**src/rtl/core/i2cm_pkg.sv**
```systemverilog
// types and constants of the i2c master byte engine
// no dependencies
package i2cm_pkg;

   localparam logic [15:0] HALF_PERIOD_RESET = 16'd10;
   localparam logic [3:0]  BITS_PER_BYTE     = 4'd8;
   localparam int          REQ_TDATA_W       = 16;
   localparam int          RSP_TDATA_W       = 16;

   // command codes on the request channel
   localparam logic [2:0] REQ_START  = 3'd0;
   localparam logic [2:0] REQ_RSTART = 3'd1;
   localparam logic [2:0] REQ_WRITE  = 3'd2;
   localparam logic [2:0] REQ_READ   = 3'd3;
   localparam logic [2:0] REQ_STOP   = 3'd4;

   // running command, request code plus one
   typedef enum logic [2:0] {
      CMD_IDLE   = 3'd0,
      CMD_START  = 3'd1,
      CMD_RSTART = 3'd2,
      CMD_WRITE  = 3'd3,
      CMD_READ   = 3'd4,
      CMD_STOP   = 3'd5
   } cmd_state_type;

   typedef struct packed {
      logic       func;
      logic       sda_level;
      logic       nack_last;
      logic [7:0] data_byte;
      logic [2:0] command;
   } item_type;

   typedef struct packed {
      logic [7:0] read_data;
      logic       ack_ok;
      logic       done_res;
      logic       busy_res;
      logic       sda_low;
      logic       scl_low;
   } result_type;

   typedef struct packed {
      logic out_free;
      logic advance;
   } flow_type;

endpackage

```
**src/rtl/core/i2cm_in_reg.sv**
```systemverilog
// input register of the i2c master byte engine
// depends on i2cm_pkg
module i2cm_in_reg
   import i2cm_pkg::*;
(
   input  logic                   clock,
   input  logic                   reset,
   input  logic                   req_tvalid,
   output logic                   req_tready,
   input  logic [REQ_TDATA_W-1:0] req_tdata,
   input  logic                   req_tuser,
   input  logic                   out_free,
   output flow_type               flow,
   output item_type               item
);

   logic     in_valid_ff, in_valid_in;
   item_type item_ff;
   logic     accept;

   assign req_tready    = !in_valid_ff || out_free;
   assign accept        = req_tvalid && req_tready;
   assign flow.out_free = out_free;
   assign flow.advance  = in_valid_ff && out_free;
   assign item          = item_ff;

   always_comb begin
      in_valid_in = in_valid_ff;
      if (accept) begin
         in_valid_in = 1'b1;
      end else if (flow.advance) begin
         in_valid_in = 1'b0;
      end
   end

   always_ff @(posedge clock) begin
      if (reset) begin
         in_valid_ff <= 1'b0;
      end else begin
         in_valid_ff <= in_valid_in;
      end
   end

   always_ff @(posedge clock) begin
      if (accept) begin
         item_ff.func      <= req_tuser;
         item_ff.command   <= req_tdata[2:0];
         item_ff.data_byte <= req_tdata[10:3];
         item_ff.nack_last <= req_tdata[11];
         item_ff.sda_level <= req_tdata[12];
      end
   end

endmodule

```
**src/rtl/core/i2cm_engine.sv**
```systemverilog
// bus sequencer: command state, bit timing and next result
// depends on i2cm_pkg
module i2cm_engine
   import i2cm_pkg::*;
(
   input  logic       clock,
   input  logic       reset,
   input  logic       csr_we,
   input  logic [15:0] csr_wdata,
   input  flow_type   flow,
   input  item_type   item,
   output result_type result
);

   cmd_state_type cmd_ff, cmd_in;
   logic [3:0]  phase_ff, phase_in;
   logic [3:0]  bit_ff, bit_in;
   logic [7:0]  shift_ff, shift_in;
   logic [15:0] wait_ff, wait_in;
   logic        scl_ff, scl_in;
   logic        sda_ff, sda_in;
   logic        ack_ff, ack_in;
   logic        nack_ff, nack_in;
   logic [7:0]  rx_ff, rx_in;
   logic [15:0] half_period_ff;
   logic        done;

   logic [15:0] wait_inc, len_full, len_half;
   logic        over_full, over_half;
   logic [3:0]  bit_inc;

   assign wait_inc  = wait_ff + 16'd1;
   assign len_full  = (half_period_ff == 16'd0) ? 16'd1 : half_period_ff;
   assign len_half  = (half_period_ff[15:1] == 15'd0) ? 16'd1 : {1'b0, half_period_ff[15:1]};
   assign over_full = (wait_inc >= len_full) || (wait_inc == 16'd0);
   assign over_half = (wait_inc >= len_half) || (wait_inc == 16'd0);
   assign bit_inc   = bit_ff + 4'd1;

   always_comb begin
      cmd_in   = cmd_ff;
      phase_in = phase_ff;
      bit_in   = bit_ff;
      shift_in = shift_ff;
      wait_in  = wait_ff;
      scl_in   = scl_ff;
      sda_in   = sda_ff;
      ack_in   = ack_ff;
      nack_in  = nack_ff;
      rx_in    = rx_ff;
      done     = 1'b0;
      if (item.func) begin
         if (cmd_ff == CMD_IDLE && item.command <= REQ_STOP) begin
            cmd_in   = cmd_state_type'(item.command + 3'd1);
            phase_in = 4'd0;
            bit_in   = 4'd0;
            wait_in  = 16'd0;
            if (item.command != REQ_READ && item.command != REQ_STOP) begin
               shift_in = item.data_byte;
            end
            if (item.command == REQ_READ) begin
               nack_in = item.nack_last;
            end
         end
      end else begin
         unique case (cmd_ff)
            CMD_START: begin
               if (phase_ff == 4'd0) begin
                  sda_in   = 1'b1;
                  phase_in = 4'd1;
               end else if (phase_ff == 4'd1) begin
                  wait_in = over_full ? 16'd0 : wait_inc;
                  if (over_full) phase_in = 4'd2;
               end else begin
                  scl_in   = 1'b1;
                  cmd_in   = CMD_WRITE;
                  phase_in = 4'd0;
                  bit_in   = 4'd0;
               end
            end
            CMD_RSTART: begin
               if (phase_ff == 4'd0) begin
                  sda_in   = 1'b0;
                  phase_in = 4'd1;
               end else if (phase_ff == 4'd1) begin
                  scl_in   = 1'b0;
                  phase_in = 4'd2;
               end else begin
                  wait_in = over_full ? 16'd0 : wait_inc;
                  if (over_full) begin
                     cmd_in   = CMD_START;
                     phase_in = 4'd0;
                  end
               end
            end
            CMD_WRITE: begin
               case (phase_ff)
                  4'd0: begin
                     sda_in   = !shift_ff[7];
                     phase_in = 4'd1;
                  end
                  4'd1: begin
                     scl_in   = 1'b0;
                     phase_in = 4'd2;
                  end
                  4'd2: begin
                     wait_in = over_full ? 16'd0 : wait_inc;
                     if (over_full) phase_in = 4'd3;
                  end
                  4'd3: begin
                     scl_in   = 1'b1;
                     shift_in = {shift_ff[6:0], 1'b0};
                     bit_in   = bit_inc;
                     phase_in = (bit_inc >= BITS_PER_BYTE) ? 4'd4 : 4'd0;
                  end
                  4'd4: begin
                     sda_in   = 1'b0;
                     phase_in = 4'd5;
                  end
                  4'd5: begin
                     scl_in   = 1'b0;
                     phase_in = 4'd6;
                  end
                  4'd6: begin
                     wait_in = over_half ? 16'd0 : wait_inc;
                     if (over_half) begin
                        ack_in   = !item.sda_level;
                        phase_in = 4'd7;
                     end
                  end
                  4'd7: begin
                     scl_in   = 1'b1;
                     phase_in = 4'd8;
                  end
                  4'd8: begin
                     wait_in = over_half ? 16'd0 : wait_inc;
                     if (over_half) phase_in = 4'd9;
                  end
                  default: begin
                     sda_in = 1'b1;
                     done   = 1'b1;
                  end
               endcase
            end
            CMD_READ: begin
               case (phase_ff)
                  4'd0: begin
                     sda_in   = 1'b0;
                     shift_in = 8'd0;
                     bit_in   = 4'd0;
                     phase_in = 4'd1;
                  end
                  4'd1: begin
                     wait_in = over_full ? 16'd0 : wait_inc;
                     if (over_full) phase_in = 4'd2;
                  end
                  4'd2: begin
                     scl_in   = 1'b0;
                     phase_in = 4'd3;
                  end
                  4'd3: begin
                     shift_in = {shift_ff[6:0], item.sda_level};
                     phase_in = 4'd4;
                  end
                  4'd4: begin
                     scl_in = 1'b1;
                     bit_in = bit_inc;
                     if (bit_inc >= BITS_PER_BYTE) begin
                        rx_in    = shift_ff;
                        phase_in = 4'd5;
                     end else begin
                        phase_in = 4'd1;
                     end
                  end
                  4'd5: begin
                     sda_in   = !nack_ff;
                     phase_in = 4'd6;
                  end
                  4'd6: begin
                     scl_in   = 1'b0;
                     phase_in = 4'd7;
                  end
                  4'd7: begin
                     wait_in = over_half ? 16'd0 : wait_inc;
                     if (over_half) phase_in = 4'd8;
                  end
                  4'd8: begin
                     scl_in   = 1'b1;
                     phase_in = 4'd9;
                  end
                  4'd9: begin
                     wait_in = over_half ? 16'd0 : wait_inc;
                     if (over_half) phase_in = 4'd10;
                  end
                  default: begin
                     sda_in = 1'b1;
                     done   = 1'b1;
                  end
               endcase
            end
            CMD_STOP: begin
               case (phase_ff)
                  4'd0: begin
                     sda_in   = 1'b1;
                     phase_in = 4'd1;
                  end
                  4'd1: begin
                     wait_in = over_full ? 16'd0 : wait_inc;
                     if (over_full) phase_in = 4'd2;
                  end
                  4'd2: begin
                     scl_in   = 1'b0;
                     phase_in = 4'd3;
                  end
                  4'd3: begin
                     wait_in = over_full ? 16'd0 : wait_inc;
                     if (over_full) phase_in = 4'd4;
                  end
                  4'd4: begin
                     sda_in   = 1'b0;
                     phase_in = 4'd5;
                  end
                  default: begin
                     wait_in = over_full ? 16'd0 : wait_inc;
                     done    = over_full;
                  end
               endcase
            end
            default: begin
               done = 1'b0;
            end
         endcase
         if (done) begin
            cmd_in   = CMD_IDLE;
            phase_in = 4'd0;
            wait_in  = 16'd0;
         end
      end
      result.scl_low   = scl_in;
      result.sda_low   = sda_in;
      result.busy_res  = (cmd_in != CMD_IDLE);
      result.done_res  = done;
      result.ack_ok    = ack_in;
      result.read_data = rx_in;
   end

   always_ff @(posedge clock) begin
      if (reset) begin
         half_period_ff <= HALF_PERIOD_RESET;
      end else if (csr_we) begin
         half_period_ff <= csr_wdata;
      end
   end

   always_ff @(posedge clock) begin
      if (reset) begin
         cmd_ff   <= CMD_IDLE;
         phase_ff <= 4'd0;
         bit_ff   <= 4'd0;
         shift_ff <= 8'd0;
         wait_ff  <= 16'd0;
         scl_ff   <= 1'b0;
         sda_ff   <= 1'b0;
         ack_ff   <= 1'b0;
         nack_ff  <= 1'b0;
         rx_ff    <= 8'd0;
      end else if (flow.advance) begin
         cmd_ff   <= cmd_in;
         phase_ff <= phase_in;
         bit_ff   <= bit_in;
         shift_ff <= shift_in;
         wait_ff  <= wait_in;
         scl_ff   <= scl_in;
         sda_ff   <= sda_in;
         ack_ff   <= ack_in;
         nack_ff  <= nack_in;
         rx_ff    <= rx_in;
      end
   end

endmodule

```
**src/rtl/core/i2cm_out_reg.sv**
```systemverilog
// result register of the i2c master byte engine
// depends on i2cm_pkg
module i2cm_out_reg
   import i2cm_pkg::*;
(
   input  logic                   clock,
   input  logic                   reset,
   input  flow_type               flow,
   input  result_type             result,
   output logic                   out_free,
   output logic                   rsp_tvalid,
   input  logic                   rsp_tready,
   output logic [RSP_TDATA_W-1:0] rsp_tdata
);

   logic       out_valid_ff, out_valid_in;
   result_type result_ff;

   assign out_free   = !out_valid_ff || rsp_tready;
   assign rsp_tvalid = out_valid_ff;
   assign rsp_tdata  = {{(RSP_TDATA_W - $bits(result_type)){1'b0}}, result_ff};

   always_comb begin
      out_valid_in = out_valid_ff;
      if (flow.advance) begin
         out_valid_in = 1'b1;
      end else if (rsp_tready) begin
         out_valid_in = 1'b0;
      end
   end

   always_ff @(posedge clock) begin
      if (reset) begin
         out_valid_ff <= 1'b0;
      end else begin
         out_valid_ff <= out_valid_in;
      end
   end

   always_ff @(posedge clock) begin
      if (flow.advance) begin
         result_ff <= result;
      end
   end

endmodule

```
**src/rtl/core/i2c_master_byte_engine_top.sv**
```systemverilog
// top level of the open-drain i2c master byte engine
// depends on i2cm_pkg, i2cm_in_reg, i2cm_engine, i2cm_out_reg
//
// usage:
//   req channel carries one beat per command or bus tick. tuser = 1 issues a
//   command (start, repeated start, write, read, stop) from tdata, tuser = 0
//   is a tick with the sampled sda level that advances the running command.
//   rsp channel returns exactly one beat per request beat: scl/sda drive,
//   busy, done pulse, slave ack and the last read byte.
//   csr_we/csr_wdata set half_period (ticks per full bit delay); write it
//   only while no beat is in flight.
// path: a request beat accepted into the input register is processed by the
//   sequencer into the result register and then shows on rsp. throughput is
//   one beat per cycle while rsp_tready is high, set by the single registered
//   pass through the sequencer.
// reset: synchronous, clears both channel stages, the sequencer (idle, both
//   lines released) and sets half_period to 10.
// stall: while rsp_tready is low the result holds; the input register takes
//   one more beat, then req_tready drops until the result is taken.
module i2c_master_byte_engine_top
   import i2cm_pkg::*;
(
   input  logic                   clock,
   input  logic                   reset,
   input  logic                   req_tvalid,
   output logic                   req_tready,
   // command[2:0], data_byte[10:3], nack_last[11], sda_level[12], zero pad
   input  logic [REQ_TDATA_W-1:0] req_tdata,
   // func: 1 command, 0 tick
   input  logic                   req_tuser,
   output logic                   rsp_tvalid,
   input  logic                   rsp_tready,
   // scl_low[0], sda_low[1], busy_res[2], done_res[3], ack_ok[4],
   // read_data[12:5], zero pad
   output logic [RSP_TDATA_W-1:0] rsp_tdata,
   input  logic                   csr_we,
   input  logic [15:0]            csr_wdata
);

   flow_type   flow;
   item_type   item;
   result_type result;
   logic       out_free;

   i2cm_in_reg u_in_reg (
      .clock      (clock),
      .reset      (reset),
      .req_tvalid (req_tvalid),
      .req_tready (req_tready),
      .req_tdata  (req_tdata),
      .req_tuser  (req_tuser),
      .out_free   (out_free),
      .flow       (flow),
      .item       (item)
   );

   i2cm_engine u_engine (
      .clock     (clock),
      .reset     (reset),
      .csr_we    (csr_we),
      .csr_wdata (csr_wdata),
      .flow      (flow),
      .item      (item),
      .result    (result)
   );

   i2cm_out_reg u_out_reg (
      .clock      (clock),
      .reset      (reset),
      .flow       (flow),
      .result     (result),
      .out_free   (out_free),
      .rsp_tvalid (rsp_tvalid),
      .rsp_tready (rsp_tready),
      .rsp_tdata  (rsp_tdata)
   );

endmodule

```
**config.mk**
```make
export PLATFORM = sky130hd
export DESIGN_NAME = i2c_master_byte_engine_top
export DESIGN_NICKNAME = d
export VERILOG_FILES = /design/src/rtl/core/i2cm_pkg.sv /design/src/rtl/core/i2cm_in_reg.sv /design/src/rtl/core/i2cm_engine.sv /design/src/rtl/core/i2cm_out_reg.sv /design/src/rtl/core/i2c_master_byte_engine_top.sv
export SDC_FILE = /design/constraint.sdc
export NUM_CORES = 1
export LEC_CHECK = 0
export CAP_MARGIN = 20
export CORE_UTILIZATION = 58
export DETAILED_ROUTE_END_ITERATION = 7
export DONT_BUFFER_PORTS = 1
export PLACE_DENSITY = 0.78
export SLEW_MARGIN = 20
export SYNTH_ARGS = -nofsm -noshare
export SYNTH_HDL_FRONTEND = slang
export SYNTH_SLANG_ARGS = --single-unit
export TNS_END_PERCENT = 5
```
**constraint.sdc**
```tcl
create_clock -name clock -period 3.55 [get_ports clock]
set_input_delay 0.355 -clock clock [delete_from_list [all_inputs] [get_ports clock]]
set_output_delay 0.355 -clock clock [all_outputs]
set_load 0.05 [all_outputs]
```
==> results.sh, run 1 <==
export IMPL_status="completed"
export IMPL_max_cap_viol_count=0
export IMPL_dr_pass1_iters=5
export IMPL_grt_max_degree=49
export IMPL_cts_buffers=9
export IMPL_reg2reg_slack_ps=120
export IMPL_worstSkewPairLatency_ps=380
export IMPL_max_stage_delay_ps=430
export IMPL_leakage_uw=0.00257
export IMPL_critPathRequiredTime_ps=3870
export IMPL_root_buffer="clkbuf_8"
export IMPL_dp_final_hpwl_mm=10.2
export IMPL_wirelength_mm=14.6
export IMPL_ys_async_sr_fraction=0
export IMPL_finalWeightedCongestion=0.948
export IMPL_cp_start_kind="flip-flop"
export IMPL_die_h_um=102
export IMPL_critPathArrivalTime_ps=3750
export IMPL_initial_utilization=0.598
export IMPL_ir_drop_v=0.000323
export IMPL_clk_pin_slew_ps=120
export IMPL_postSynthAreaPerCell_um2=8.61
export IMPL_ctsHoldBuffers=0
export IMPL_grtUsageTotal=0.285
export IMPL_drcViolationCount=0
export IMPL_overflow=0
export IMPL_area_growth_syn_to_layout_pct=8.95
export IMPL_num_rows=36
export IMPL_synth_enable_flop_cells=27
export IMPL_ant_nets=0
export IMPL_worst_pin_slew_ps=734
export IMPL_placedInstanceArea_mm2=0.00599
export IMPL_die_w_um=102
export IMPL_yosys_register_bits=92
export IMPL_vias_per_cell=6.23
export IMPL_wire_per_inst_um=17.7
export IMPL_path_cells="nand4_1, buf_4, nor4_4, xnor2_2, inv_1, ha_1, a21o_1, a21oi_1, o21ai_0, or2_4, o41ai_2, buf_4, o21ai_0, a21oi_1"
export IMPL_syn_area_mm2=0.00585
export IMPL_die_area_mm2=0.0105
export IMPL_multi_input_area_mm2=0.00342
export IMPL_clockBufferDepth=2
export IMPL_most_common_layout_cells="nor2_1 (80), dfxtp_1 (57), nand2_1 (52), a21oi_1 (52), inv_1 (51)"
export IMPL_p_total_uw=2060
export IMPL_critPathSlowestCell="dfxtp_2"
export IMPL_drive_gt1_frac=0.165
export IMPL_stdcell_area_mm2=0.00637
export IMPL_final_setup_skew_ps=19.7
export IMPL_hold_path_class="in2reg"
export IMPL_reg2reg_from="u_engine.wait_ff[8]$_SDFFE_PP0P_"
export IMPL_nNetsFinal=761
export IMPL_mostFrequentLayoutCell="nor2_1"
export IMPL_synth_cell_type_count=82
export IMPL_vias=5143
export IMPL_slew_headroom=0.506
export IMPL_seqCellArea_mm2=0.00212
export IMPL_io_buffers=0
export IMPL_ioPinCount=56
export IMPL_min_path_cells=1
export IMPL_clkSinkCount=92
export IMPL_antenna_found_initial=0
export IMPL_finalCritPeriodShare=0.966
export IMPL_core_area_mm2=0.00977
export IMPL_reg2reg_depth=14
export IMPL_grt_pass1_wl_mm=23.1
export IMPL_synth_cells=679
export IMPL_worst_setup_path_type="reg2reg"
export IMPL_setup_viol=0
export IMPL_max_freq_mhz=292
export IMPL_drv_slew=0
export IMPL_drt_iter0_markers=303
export IMPL_cp_startpoint="u_engine.wait_ff[8]$_SDFFE_PP0P_"
export IMPL_crit_family="compound AO/OA/AOI/OAI gates"
export IMPL_grt_pass1_vias=4824
export IMPL_hold_path_endpoint="u_engine.phase_ff[3]$_SDFFE_PP0P_"
export IMPL_crit_fanout=8
export IMPL_synth_ff_type="dfxtp_1"
export IMPL_fin_worst_hold_slack_ps=36.3
export IMPL_fillers=777
export IMPL_yosysSeqAreaShare=0.361
export IMPL_final_hold_viol_count=0
export IMPL_period_minus_slack_ps=3430
export IMPL_h_tree_depth=3
export IMPL_critPathBufInv=3
export IMPL_yosysWarnings=0
export IMPL_cp_end_kind="flip-flop"
export IMPL_antenna_cells_inserted=0
export IMPL_power_density_mw_per_mm2=323
export IMPL_r2r_end="u_engine.phase_ff[0]$_SDFFE_PP0P_"
export IMPL_tritoncts="yes"
export IMPL_min_from="reset"
[final cells by class]
class,instances,area share
Clock buffer,9,0.0194
Clock inverter,7,0.0106
Inverter,51,0.0301
Multi-Input combinational cell,496,0.536
Sequential cell,92,0.333
Tap cell,133,0.0261
Timing Repair Buffer,37,0.0442
[metal layers]
metal	track usage	routed length, um
met1	0.385	6260
met2	0.449	6800
met3	0.0622	1240
met4	0.110	297
met5	0	0
[power breakdown]
| group | total (uW) | internal [uW] | switching, uW | leakage, uW |
|---|---|---|---|---|
| clock | 698 | 274 | 424 | 0.0000958 |
| combinational | 188 | 71.4 | 117 | 0.00169 |
| sequential | 1170 | 1120 | 56.8 | 0.000787 |
[cells by family after synthesis]
kind of cell | Yosys count | share of synthesized area
other cells | 1 | 0.000641
compound gates | 173 | 0.198
simple gates | 235 | 0.197
flops | 92 | 0.361
fa+ha+maj | 36 | 0.0770
xor+xnor | 14 | 0.0223
buf+inv | 93 | 0.0817
mux | 35 | 0.0616
[cells in the mapped netlist (all sizes together), types with 15 or more instances]
cell type	instances	area share
buf	19	0.024
nor2	83	0.054
nand3	15	0.013
a21oi	54	0.048
inv	51	0.033
edfxtp	27	0.14
clkbuf	23	0.025
nand2	53	0.034
nor3	19	0.017
dfxtp	65	0.22
o21ai	38	0.034
ha	36	0.077
mux2i	27	0.046
[metrics by stage]
stage / setup TNS [ps] / util / worst slack (ps) / instances
5_1_grt: -135 / 0.652 / -46.8 / 825
4_1_cts: 0 / 0.634 / 26.1 / 821
3_5_place_dp: -303 / 0.613 / -74.2 / 805
2_1_floorplan: 0 / - / 124 / 681
6_report: 0 / 0.652 / 120 / 825
3_3_place_gp: 0 / 0.613 / 56.0 / 805
[registers in the layout (all words and copies together) (netlist names)]
signal and flops:
u_engine.phase_ff 4, u_engine.bit_ff 4, u_engine.half_period_ff 16, u_engine.shift_ff 8, u_out_reg.rsp_tdata 13, u_engine.sda_ff 1, u_out_reg.rsp_tvalid 1, u_engine.ack_ff 1
u_in_reg.item 14, u_engine.cmd_ff 3, u_in_reg.in_valid_ff 1, u_engine.nack_ff 1, u_engine.scl_ff 1, u_engine.rx_ff 8, u_engine.wait_ff 16
[how the worst max path moves through the flow]
stage	end	depth (start not counted)
floorplan	u_out_reg.rsp_tdata[2]$_DFFE_PP_	14
global placement	u_out_reg.rsp_tdata[2]$_DFFE_PP_	13
detailed placement	u_engine.phase_ff[0]$_SDFFE_PP0P_	14
CTS	u_engine.phase_ff[0]$_SDFFE_PP0P_	14
global route	u_engine.phase_ff[0]$_SDFFE_PP0P_	15
finish	u_engine.phase_ff[0]$_SDFFE_PP0P_	14
[what timing repair did]
action / in CTS / in global routing
pin swaps: 0 / 7
gates resized for setup: 3 / 31
endpoints found under the setup margin: 9 / 27
setup buffers: 0 / 4
Note: power is estimated with default switching activity, not from simulation.
==> run 2, diff against run 1 <==
- CORE_UTILIZATION: 58 -> 25
- PLACE_DENSITY: 0.78 -> 0.42
==> run 2 against run 1 <==
Compared with the run above: critical path depth is the same; final area increased by 11%; global-route usage shrank 14 points; largest cell class unchanged.
==> results.sh, run 2 (same netlist as run 1, synthesis figures left out) <==
export IMPL_drcViolationCount=0
export IMPL_cpMostUsedCell="or2_4"
export IMPL_path_cells="nand4_1, or3_1, or2_2, nand2_4, ha_4, and4_4, a221oi_4, a211oi_2, or2_4, or2_4, buf_4, o221ai_1, o2111ai_1, a21oi_1"
export IMPL_worst_setup_path_type="reg2reg"
export IMPL_crit_family="simple AND/OR/NAND/NOR gates"
export IMPL_stdcell_area_mm2=0.00707
export IMPL_critPathArrivalTime_ps=3710
export IMPL_dp_final_hpwl_mm=12.3
export IMPL_worstSkewPairLatency_ps=350
export IMPL_setup_viol=0
export IMPL_drive_gt1_frac=0.209
export IMPL_final_setup_skew_ps=10.3
export IMPL_ctsHoldBuffers=0
export IMPL_vias=5017
export IMPL_antenna_cells_inserted=0
export IMPL_wire_per_inst_um=15.8
export IMPL_clk_pin_slew_ps=70
export IMPL_hold_path_class="in2reg"
export IMPL_initial_utilization=0.257
export IMPL_most_common_layout_cells="nor2_1 (81), buf_4 (75), dfxtp_1 (60), inv_1 (51), a21oi_1 (51)"
export IMPL_die_area_mm2=0.0240
export IMPL_core_area_mm2=0.0228
export IMPL_critPathSlowestCell="or3_1"
export IMPL_overflow=0
export IMPL_power_density_mw_per_mm2=350
export IMPL_clockBufferDepth=2
export IMPL_wirelength_mm=16.4
export IMPL_root_buffer="clkbuf_16"
export IMPL_critPathRequiredTime_ps=3830
export IMPL_crit_fanout=5
export IMPL_vias_per_cell=4.81
export IMPL_dp_slack_ps=-132
export IMPL_leakage_uw=0.00284
export IMPL_ant_nets=0
export IMPL_antenna_found_initial=0
export IMPL_critPathBufInv=1
export IMPL_clkSinkCount=92
export IMPL_die_h_um=155
export IMPL_largest_registers="u_engine.half_period_ff: 16 flops, u_engine.wait_ff: 16 flops, u_in_reg.item: 14 flops"
export IMPL_area_growth_syn_to_layout_pct=20.9
export IMPL_max_cap_viol_count=0
export IMPL_ir_drop_v=0.000216
export IMPL_ioPinCount=56
export IMPL_slew_headroom=0.450
export IMPL_num_rows=55
export IMPL_fin_worst_hold_slack_ps=73.1
export IMPL_h_tree_depth=3
export IMPL_fillers=2410
export IMPL_finalWeightedCongestion=0.834
export IMPL_io_buffers=0
export IMPL_drv_slew=0
export IMPL_placedInstanceArea_mm2=0.00648
export IMPL_cp_start_kind="flip-flop"
export IMPL_grt_max_degree=49
export IMPL_cp_end_kind="flip-flop"
export IMPL_cts_buffers=9
export IMPL_setup_tns_ps=0
export IMPL_tritoncts="yes"
export IMPL_timing_final_ws_setup_ps=124
export IMPL_nNetsFinal=800
export IMPL_period_minus_slack_ps=3430
export IMPL_grtUsageTotal=0.141
export IMPL_drt_iter0_markers=214
export IMPL_p_total_uw=2470
export IMPL_dr_pass1_iters=5
export IMPL_mostFrequentLayoutCell="nor2_1"
export IMPL_status="completed"
export IMPL_worst_pin_slew_ps=817
export IMPL_max_freq_mhz=292
export IMPL_finalCritPeriodShare=0.965
export IMPL_die_w_um=155
export IMPL_max_stage_delay_ps=420
export IMPL_grt_pass1_vias=4866
export IMPL_grt_pass1_wl_mm=26.3
export IMPL_final_hold_viol_count=0
[run 2: changes by cell type in the layout (fill, tap and decap cells not counted), sizes merged]
cell,change
clkinvlp,-1
buf,+39
inv,-1
bufinv,+2
[run 2: area by class of cell]
| type | instances | area [um2] | area share |
|---|---|---|---|
| clock inverters | 7 | 106 | 0.0150 |
| inverters | 51 | 191 | 0.0271 |
| clock buffers | 9 | 225 | 0.0319 |
| repair buffers | 76 | 574 | 0.0813 |
| flip-flops and latches | 92 | 2120 | 0.300 |
| well taps | 313 | 392 | 0.0554 |
| multi-input cells | 496 | 3450 | 0.489 |
[run 2: metrics by stage]
step,utilization,cells
final,0.310,1044
after global routing,0.310,1044
after CTS,0.300,1036
after detailed placement,0.284,1020
after global placement,0.284,1020
after floorplan,-,681
[run 2: worst paths after layout]
| path | from | to | slack [ps] | depth (start not counted) |
|---|---|---|---|---|
| hold / removal | reset | u_engine.phase_ff[2]$_SDFFE_PP0P_ | 70 | 1 |
| setup / recovery | u_engine.wait_ff[0]$_SDFFE_PP0P_ | u_engine.phase_ff[0]$_SDFFE_PP0P_ | 120 | 14 |
| setup reg to reg | u_engine.wait_ff[0]$_SDFFE_PP0P_ | u_engine.phase_ff[0]$_SDFFE_PP0P_ | 120 | 14 |
| hold reg to reg | u_engine.bit_ff[1]$_SDFFE_PP0P_ | u_engine.bit_ff[1]$_SDFFE_PP0P_ | 470 | 2 |
[run 2: power breakdown]
group	leakage (uW)	internal (uW)	total, uW	switching [uW]
Sequential	0.000786	1120	1170	51.8
Combinational	0.00189	91.6	224	132
Clock	0.000161	629	1080	452
Total	0.00284	1840	2470	636
[run 2: worst register-to-register path: cells and delay by family (launching register included)]
family,cells,cell delay [ps]
compound gates,5,860
fa+ha+maj,1,210
simple gates,7,1760
flops,1,360
buf+inv,1,160
[run 2: per-layer routing]
metal	up-vias	routed length (um)	GRT usage
li1	2529	-	-
met1	2375	7980	0.186
met2	96	7480	0.221
met3	17	667	0.0306
met4	0	316	0.0594
met5	-	0	0
[run 2: what timing repair did]
item	4_1_cts	5_1_grt
resized for setup	6	34
gates cloned	0	0
buffers inserted	0	8
setup endpoints to repair	20	27
pin swaps	0	14
